$ cat src/sv/rtsp_ram.sv
// Generic single-write, single-read synchronous RAM with registered read data.
// Read data updates only on a read enable and holds otherwise. No dependencies.
module rtsp_ram #(
  parameter int WIDTH = 8,
  parameter int DEPTH = 16
) (
  input  logic                     clk_i,
  input  logic                     we_i,
  input  logic [$clog2(DEPTH)-1:0] waddr_i,
  input  logic [WIDTH-1:0]         wdata_i,
  input  logic                     re_i,
  input  logic [$clog2(DEPTH)-1:0] raddr_i,
  output logic [WIDTH-1:0]         rdata_o
);

  logic [WIDTH-1:0] mem_q [DEPTH];
  logic [WIDTH-1:0] rdata_q;

  always_ff @(posedge clk_i) begin
    if (we_i) begin
      mem_q[waddr_i] <= wdata_i;
    end
    if (re_i) begin
      rdata_q <= mem_q[raddr_i];
    end
  end

  assign rdata_o = rdata_q;

endmodule
$ cat config.mk
export PLATFORM = sky130hd
export DESIGN_NAME = rtsp_ram
export DESIGN_NICKNAME = d
export VERILOG_FILES = /design/src/sv/rtsp_ram.sv
export SDC_FILE = /design/constraint.sdc
export NUM_CORES = 1
export LEC_CHECK = 0
export ABC_CLOCK_PERIOD_IN_PS = 2000
export BUFFER_PORTS_ARGS = -buffer_cell sky130_fd_sc_hd__buf_4
export CORE_ASPECT_RATIO = 1.2
export CORE_UTILIZATION = 40
export CTS_CLUSTER_DIAMETER = 60
export DETAILED_ROUTE_END_ITERATION = 16
export GPL_TIMING_DRIVEN = 0
export PLACE_DENSITY = 0.55
export SYNTH_ARGS = -nofsm -noshare
export SYNTH_HDL_FRONTEND = slang
export SYNTH_SLANG_ARGS = --single-unit
$ cat constraint.sdc
create_clock -name clk_i -period 2 [get_ports clk_i]
set_input_delay 0.4 -clock clk_i [delete_from_list [all_inputs] [get_ports clk_i]]
set_output_delay 0.4 -clock clk_i [all_outputs]
set_load 0.1 [all_outputs]
==> impl_results.md, run 1 <==
* Final setup violating endpoints at 0
* Detailed Route Iter0 Violations at between 150 and 200
* PwrDens at roughly 1100 nW/um^2
* Share of the synthesized area in the top cell type at approximately four fifths
* Synth top area cells: edfxtp_1 (78%), mux4_2 (7.8%), mux4_1 (7.0%)
* Max Clock Skew at 0.005796 ns
* Total GRT Usage at between 10% and 20%
* Post-synthesis cell type count at 18
* Critical path launch point type: primary input
* Ports at 27
* Drt pass-1 iters at 4
* Rows at 45
* Min-delay worst type: in -> reg
* Crit path depth at 3
* Yosys Warn Count at 0
* Max Cap Viol at 0
* # clock sinks at ~140
* Vias/cell at 5.293
* Headroom to the max-slew limit at 11.46%
* Root Buffer Master: clkbuf_16
* Worst setup EP type: flop
* VDD IR max at ~0.51 mV
* Area growth syn-to-layout at 18.14%
* IO Port Bufs at 25
* Hold-fix buffers at CTS at 0
* Reg-to-reg setup timing slack at between 0.4 and 0.5 ns
* Pins Over Slew Limit at 0
* Cell area after synthesis at approximately 5200 um^2
* Mapped Nets at between 200 and 250
* First-pass GRT wire length at about 15000 um
* Die X at around 110 um
* Required @ worst endpoint at 2.01 ns
* Status: finished clean
* Final hold violations at 0
* Highest fanout seen on the critical path at 8
* Crit path arrival time at 1.83 ns
* Critical path, cell by cell: buf_4 > nand3b_1 > nor3_1
* Setup TNS at 0 ns
* Wire length per cell at roughly 22 um
* Routability congestion estimate at 0.7367
* Vias in the first global route at between 2000 and 2500
* Worst-Margin Slew at 1.318 ns
* CTS tree: yes
* Final ANT Viol Nets at 0
* Number of H-tree levels at 4
* Layout cell share with drive strength beyond 1 at about 29%
* Reg2Reg Depth at 3
* Slowest-stage cell, CP: nor3_1
* Fin crit share at about nine tenths
* Syn avg cell area at 22.83 um^2
* Worst flop-to-flop path startpoint: mem_q[1][0]
* Clock transition at the registers of the reported paths at 0.06 ns
* Core area at between 10000 and 15000 um^2
* Synth Register Bits at about 140
* Area leader, netlist: edfxtp_1
* Cell count after synthesis at 229
* CP endpoint: mem_q[8][4]
* Largest net degree at the start of global routing at 17
* Kind of critical path: in -> reg
* Worst-Skew Late Latency at 0.40 ns
* CP Launch Point: waddr_i[2]
* Starting Density at around two fifths
* Max incr delay on CP at ~1.1 ns
* Buf/Inv on CP at 1
* # DRC at 0
* Hold Path Origin: re_i
* Unrepaired setup endpoints after global routing: false
* P_leak at 0.002051 uW
* DP HPWL at 6463 um
* R2R Path End: rdata_o[0]
* Die height at around 130 um
* Initial antenna violation count at 0
* Ant diodes at 0
* Achievable Freq at about 550 MHz
* Commonest non-fill, non-tap cells in the layout: edfxtp_1 (136), buf_4 (26), mux4_2 (18)
* Hold slack final at 0.2785 ns
* DR vias at 2387
* Final worst path period need at about 1.8 ns
* Commonest non-fill, non-tap cell in the layout: edfxtp_1
* Setup bufs post-CTS at 0
* Total CTS buffers at 17
* Seq/Total Area, Yosys at 78.12%
* Final core occ at 48.53%
* Total die area at roughly 14000 um^2
* Total wire length at 10100 um
* Largest delay share family, worst path: simple AND/OR/NAND/NOR gates
* Total global routing overflow at 0
* Clock buffer depth at 2
* Final net count at just under 300
## metrics by stage
stage / instance area (um^2) / cells / setup slack [ns] / total power, uW
3_3_place_gp: 5620 / 418 / -0.5304 / 3703
2_1_floorplan: 5228 / 229 / 0.1071 / 3547
5_1_grt: 6176 / 451 / 0.06288 / 6713
4_1_cts: 6171 / 450 / 0.1407 / 6568
3_5_place_dp: 5620 / 418 / -0.5192 / 3711
6_report: 6176 / 451 / 0.1799 / 6526
## state kept, by name, indices dropped and copies added (netlist names)
register  count
mem_q       128
rdata_o       8
## metal layers
layer	GRT usage [%]	wire [um]	vias up
met5	0	0	-
li1	-	-	1075
met4	6.863	121	0
met2	26.24	5132	54
met3	4.286	428	9
met1	21.47	4412	1249
## report_power, final
group	leakage [uW]	total, uW	switching (uW)	internal, uW
combinational	0.000545	420	278	142
clock	0.000270	2880	1080	1800
sequential	0.00124	3230	13.4	3210
total	0.00205	6530	1370	5160
## cell type report
class,instances,area [um^2]
Clock inverter,12,108.9
Timing Repair Buffer,26,192.7
Clock buffer,20,436.7
Tap cell,164,205.2
Multi-Input combinational cell,83,1062
Fill cell,1084,6549
Sequential cell,136,4084
Buffer,10,86.33
## worst min path at each step
stage	to	slack, ns	cells after the start
2_1_floorplan	mem_q[0][0]	0.50	0
3_3_place_gp	rdata_o[5]	0.68	1
3_5_place_dp	rdata_o[5]	0.69	1
4_1_cts	rdata_o[5]	0.26	1
5_1_grt	rdata_o[5]	0.26	1
6_report	rdata_o[3]	0.28	1
## timing repair
action                                  CTS  global route
endpoints found under the setup margin    8             0
gates resized for setup                   1             0
endpoints found under the hold margin     0             0
## Yosys cell counts
| master | number |
|---|---|
| nand2_1 | 9 |
| nand3_1 | 1 |
| and2b_1 | 1 |
| buf_6 | 3 |
| buf_4 | 1 |
| nor2b_1 | 1 |
| nand2b_1 | 2 |
| nand3b_1 | 2 |
| edfxtp_1 | 136 |
| nor3_1 | 4 |
| and2_1 | 1 |
| or3b_2 | 1 |
| a22oi_1 | 16 |
| clkdlybuf4s25_2 | 3 |
| buf_2 | 3 |
| nor2_1 | 13 |
| mux4_2 | 18 |
| mux4_1 | 14 |
## cells by family (layout without fill, tap and decap cells)
group / Yosys count / in the layout / synth area share (%)
compound gates: 16 / 16 / 2.298
flops: 136 / 136 / 78.12
simple gates: 35 / 35 / 3.136
mux: 32 / 32 / 14.79
buf+inv: 10 / 68 / 1.651
(Power assumes the default switching activity.)
==> inputs of run 2 (changes only) <==
--- a/config.mk
+++ b/config.mk
@@ -8,11 +8,11 @@
 export ABC_CLOCK_PERIOD_IN_PS = 2000
 export BUFFER_PORTS_ARGS = -buffer_cell sky130_fd_sc_hd__buf_4
 export CORE_ASPECT_RATIO = 1.2
-export CORE_UTILIZATION = 40
+export CORE_UTILIZATION = 30
 export CTS_CLUSTER_DIAMETER = 60
 export DETAILED_ROUTE_END_ITERATION = 16
 export GPL_TIMING_DRIVEN = 0
-export PLACE_DENSITY = 0.55
+export PLACE_DENSITY = 0.43
 export SYNTH_ARGS = -nofsm -noshare
 export SYNTH_HDL_FRONTEND = slang
 export SYNTH_SLANG_ARGS = --single-unit
==> run 2 against run 1 <==
Sequential share of layout area decreased by 1.0 points. Fmax shrank 0.64%. Routed wire length is 9.0% higher. Clock-buffer cell count fell by 3. Setup slack worse by 0.012 ns. Register-to-register slack worse by 0.08 ns. Flip-flop and latch count unchanged. Die area rose by 33%.
==> impl_results.md, run 2 (synthesis gave the netlist of run 1 again) <==
* Final net count at 292
* Min-delay worst type: in -> reg
* Rows at 52
* Clock buffer depth at 2
* Kind of critical path: in -> reg
* DR vias at 2393
* Net Sw Frac at between 20% and 30%
* Setup bufs post-CTS at 0
* Critical path, cell by cell: buf_4 > nand3b_1 > nor3_1
* Largest net degree at the start of global routing at 17
* Pins Over Slew Limit at 0
* Most flops, register: mem_q
* Max Clock Skew at 0.005850 ns
* Ports at 27
* Routability congestion estimate at roughly 0.75
* Hold slack final at ~0.29 ns
* Area growth syn-to-layout at 20.01%
* Total wire length at 11000 um
* Initial antenna violation count at 0
* Commonest non-fill, non-tap cells in the layout: edfxtp_1 (136), buf_4 (26), mux4_2 (18)
* Worst setup EP type: flop
* Die height at 146.6 um
* Achievable Freq at roughly 550 MHz
* PwrDens at between 1000 and 1500 nW/um^2
* Max Cap Viol at 0
* Final hold violations at 0
* Total CTS buffers at 17
* Final worst path period need at ~1.8 ns
* Logic pwr share at around 6.4%
* VDD IR max at 0.5588 mV
* Critical path launch point type: primary input
* First-pass GRT wire length at between 15000 and 20000 um
* Clock transition at the registers of the reported paths at 0.06 ns
* # clock sinks at 136
* Vias/cell at around 4.8
* Part of the power in the clock network at a little under half
* Fin crit share at about nine tenths
* Largest delay share family, worst path: simple AND/OR/NAND/NOR gates
* Total GRT Usage at a little over an eighth
* # DRC at 0
* P_leak at approximately 0.002 uW
* Hold-fix buffers at CTS at 0
* Detailed Route Iter0 Violations at 227
* CTS tree: yes
* Highest fanout seen on the critical path at 8
* Worst-Margin Slew at between 1 and 1.5 ns
* Drt pass-1 iters at 4
* CTS resizes at 0
* DP HPWL at ~7200 um
* Total die area at 17960 um^2
* Final setup violating endpoints at 0
* Die X at between 100 and 150 um
* Max incr delay on CP at between 1 and 1.5 ns
* Starting Density at between 30 and 40%
* Total global routing overflow at 0
* Headroom to the max-slew limit at 11.45%
* Seq pwr share at roughly 48%
* Layout cell share with drive strength beyond 1 at 30.07%
* Crit path arrival time at between 1.5 and 2 ns
* Status: finished clean
* Core area at around 17000 um^2
* Hold depth at 1
* Vias in the first global route at between 2000 and 3000
* Crit path depth at 3
* Reg2Reg Depth at 3
* Multi-input gate area at between 1000 and 1500 um^2
* Setup TNS at 0 ns
* Wire length per cell at ~22 um
* Dpl ws at -0.2663 ns
* Worst-Skew Late Latency at around 0.41 ns
* Slowest-stage cell, CP: nor3_1
* Fin worst setup slack at 0.1682 ns
* FF+latch area at slightly above 4000 um^2
* Unrepaired setup endpoints after global routing: false
* Root Buffer Master: clkbuf_16
* IO Port Bufs at 25
* Final ANT Viol Nets at 0
* Number of H-tree levels at 4
* Buf/Inv on CP at 1
* Required @ worst endpoint at ~2 ns
* Fill count at 1535
* Commonest non-fill, non-tap cell in the layout: edfxtp_1
* Sw Pwr at about 1500 uW
* Total chip power at approximately 6700 uW
* Max reg flops at 128
* Ant diodes at 0
* Internal power at ~5200 uW
-- run 2: cell count changes in the layout (fill, tap and decap cells not counted), sizes merged --
| cell | previous run | this run |
|---|---|---|
| clkinv | 9 | 5 |
| clkbuf | 20 | 17 |
| clkinvlp | 1 | 6 |
| buf | 33 | 32 |
| inv | 0 | 2 |
-- run 2: per-layer routing --
metal | wire, um | GRT usage (%) | vias up | part of all wire, %
li1 | - | - | 1070 | -
met1 | 4724 | 17.13 | 1255 | 43
met2 | 5585 | 21.43 | 58 | 51
met3 | 511 | 3.359 | 10 | 4.6
met4 | 183 | 5.671 | 0 | 1.7
met5 | 0 | 0 | - | 0
-- run 2: worst paths after layout --
kind / from / end / slack (ns)
max: waddr_i[2] / mem_q[8][7] / 0.17
min: re_i / rdata_o[3] / 0.29
max reg2reg: mem_q[7][7] / rdata_o[7] / 0.36
min reg2reg: mem_q[14][3] / rdata_o[3] / 0.76
-- run 2: cell type report --
cell class	count	share of cell area, %
sequential	136	65.10
multi-input combinational	83	17.01
clock buffer	17	6.781
tap	216	4.308
timing repair buffer	25	2.992
clock inverter	15	2.433
buffer	10	1.376
-- run 2: through the flow --
stage          instance area, um^2  utilization [%]  std cells
5_1_grt                       6274            36.94        502
2_1_floorplan                 5228                -        229
4_1_cts                       6269            36.91        502
3_5_place_dp                  5690            33.51        470
3_3_place_gp                  5685            33.48        470
6_report                      6274            36.94        502
-- run 2: power groups by stage --
stage	Clock [uW]	Sequential [uW]	Combinational, uW
3_5_place_dp	0	3290	437
3_3_place_gp	0	3280	434
5_1_grt	3170	3230	455
6_report	3010	3230	427
4_1_cts	3060	3230	438
2_1_floorplan	0	3380	162
==> inputs of run 3 (changes only) <==
--- a/config.mk
+++ b/config.mk
@@ -7,12 +7,14 @@
 export LEC_CHECK = 0
 export ABC_CLOCK_PERIOD_IN_PS = 2000
 export BUFFER_PORTS_ARGS = -buffer_cell sky130_fd_sc_hd__buf_4
+export CELL_PAD_IN_SITES_DETAIL_PLACEMENT = 2
+export CELL_PAD_IN_SITES_GLOBAL_PLACEMENT = 2
 export CORE_ASPECT_RATIO = 1.2
 export CORE_UTILIZATION = 30
 export CTS_CLUSTER_DIAMETER = 60
 export DETAILED_ROUTE_END_ITERATION = 16
 export GPL_TIMING_DRIVEN = 0
-export PLACE_DENSITY = 0.43
+export PLACE_DENSITY = 0.52
 export SYNTH_ARGS = -nofsm -noshare
 export SYNTH_HDL_FRONTEND = slang
 export SYNTH_SLANG_ARGS = --single-unit
==> run 3 against run 2 <==
Combinational power grew 2%. Power grew 3.6%. Register-to-register slack is essentially flat. Setup slack gained 0.052 ns. Via count grew 0.88%. Flip-flop and latch count is the same. Final cell count grew 0.20%. Sequential power is essentially flat. Routed wire length grew 11%. Critical path type unchanged.
==> impl_results.md, run 3 (synthesis gave the netlist of run 1 again) <==
* Worst-Skew Late Latency at just over 0.4 ns
* Drt pass-1 iters at 4
* P_leak at between 0.002 and 0.0025 uW
* Min-delay worst type: in -> reg
* Routability congestion estimate at 0.7157
* Kind of critical path: in -> reg
* Total wire length at 12220 um
* Pins Over Slew Limit at 0
* Crit path arrival time at between 1.5 and 2 ns
* VDD IR max at roughly 0.56 mV
* Final setup violating endpoints at 0
* Core area at between 15000 and 20000 um^2
* Final worst path period need at 1.780 ns
* Fill count at between 1500 and 2000
* Root Buffer Master: clkbuf_16
* Layout cell share with drive strength beyond 1 at between 20% and 30%
* Initial antenna violation count at 0
* Die X at 122.5 um
* Ports at 27
* Hold slack final at between 0.2 and 0.3 ns
* Vias in the first global route at 2686
* Achievable Freq at 561.9 MHz
* Largest net degree at the start of global routing at 17
* Commonest non-fill, non-tap cells in the layout: edfxtp_1 (136), buf_4 (27), mux4_2 (18)
* Die height at approximately 150 um
* CTS tree: yes
* FF+latch area at roughly 4000 um^2
* Unrepaired setup endpoints after global routing: false
* Max Clock Skew at about 0.0065 ns
* Most flops, register: mem_q
* Hold Path Origin: re_i
* Critical path launch point type: primary input
* Total global routing overflow at 0
* Final core occ at about 37%
* Final hold violations at 0
* Max reg flops at 128
* Final ANT Viol Nets at 0
* Worst-Margin Slew at approximately 1.3 ns
* Status: finished clean
* Wire length per cell at ~24 um
* Worst flop-to-flop path startpoint: mem_q[1][3]
* Headroom to the max-slew limit at 15.58%
* Total GRT Usage at 15.04%
* # DRC at 0
* Worst setup EP type: flop
* Placed cell area at between 5000 and 6000 um^2
* Clock transition at the registers of the reported paths at roughly 0.060 ns
* CTS resizes at 0
* PwrDens at between 1000 and 1500 nW/um^2
* DP HPWL at between 7000 and 8000 um
* Fin crit share at about nine tenths
* Ant diodes at 0
* Starting Density at a little under a third
* Rows at 52
* Multi-input gate area at 1062 um^2
* CP Launch Point: waddr_i[2]
* Area growth syn-to-layout at 20.73%
* Vias/cell at approximately 4.8
* Detailed Route Iter0 Violations at 166
* # clock sinks at between 100 and 150
* Setup bufs post-CTS at 0
* Number of H-tree levels at 4
* Post-route design area at 6311 um^2
* Hold-fix buffers at CTS at 0
* Total die area at 17960 um^2
* Total CTS buffers at 17
* First-pass GRT wire length at between 15000 and 20000 um
* Required @ worst endpoint at between 2 and 2.5 ns
* Highest fanout seen on the critical path at 5
* Final net count at 294
* Max Cap Viol at 0
* DR vias at approximately 2400
* Clock buffer depth at 2
* IO Port Bufs at 25
* Commonest non-fill, non-tap cell in the layout: edfxtp_1
==> run 3: changes by cell type in the layout (fill, tap and decap cells not counted), sizes merged <==
cell	previous run	this run
inv	2	0
clkinvlp	6	2
clkinv	5	8
bufinv	2	4
buf	32	34
==> run 3: worst max-delay path, stage by stage <==
cell and delay, ns:
buf_4 0.12, or3b_2 0.52, nor3_1 0.53, buf_2 0.32
==> run 3: worst paths after layout <==
check	end	slack (ns)	cells past startpoint
max	mem_q[0][5]	0.22	4
min	rdata_o[0]	0.27	1
max reg2reg	rdata_o[3]	0.35	3
min reg2reg	rdata_o[2]	0.78	3
==> run 3: routing by layer <==
layer | up-vias | share of wire (%) | track usage (%)
li1 | 1073 | - | -
met1 | 1274 | 43 | 19.01
met2 | 58 | 52 | 24.75
met3 | 9 | 3.4 | 3.594
met4 | 0 | 1.4 | 5.732
met5 | - | 0 | 0
==> run 3: layout make-up <==
class	instances	area share, %
Sequential cell	136	64.71
Tap cell	216	4.282
Multi-Input combinational cell	83	16.83
Clock buffer	17	6.741
Timing Repair Buffer	27	3.172
Buffer	10	1.368
Clock inverter	14	2.895
==> run 3: through the flow <==
step	setup TNS (ns)	cells	total power (uW)	worst slack (ns)
6_report	0	503	6900	0.2202
5_1_grt	0	503	7093	0.1217
4_1_cts	0	503	6966	0.1683
3_5_place_dp	-8.722	472	3735	-0.2549
3_3_place_gp	-14.47	470	3722	-0.5894
2_1_floorplan	0	229	3547	0.1071
==> run 3: power by group <==
group	switching, uW	internal [uW]	total, uW	leakage (uW)
Sequential	15.3	3210	3230	0.00124
Combinational	294	143	437	0.000551
Clock	1170	2060	3240	0.000291
Total	1480	5420	6900	0.00208
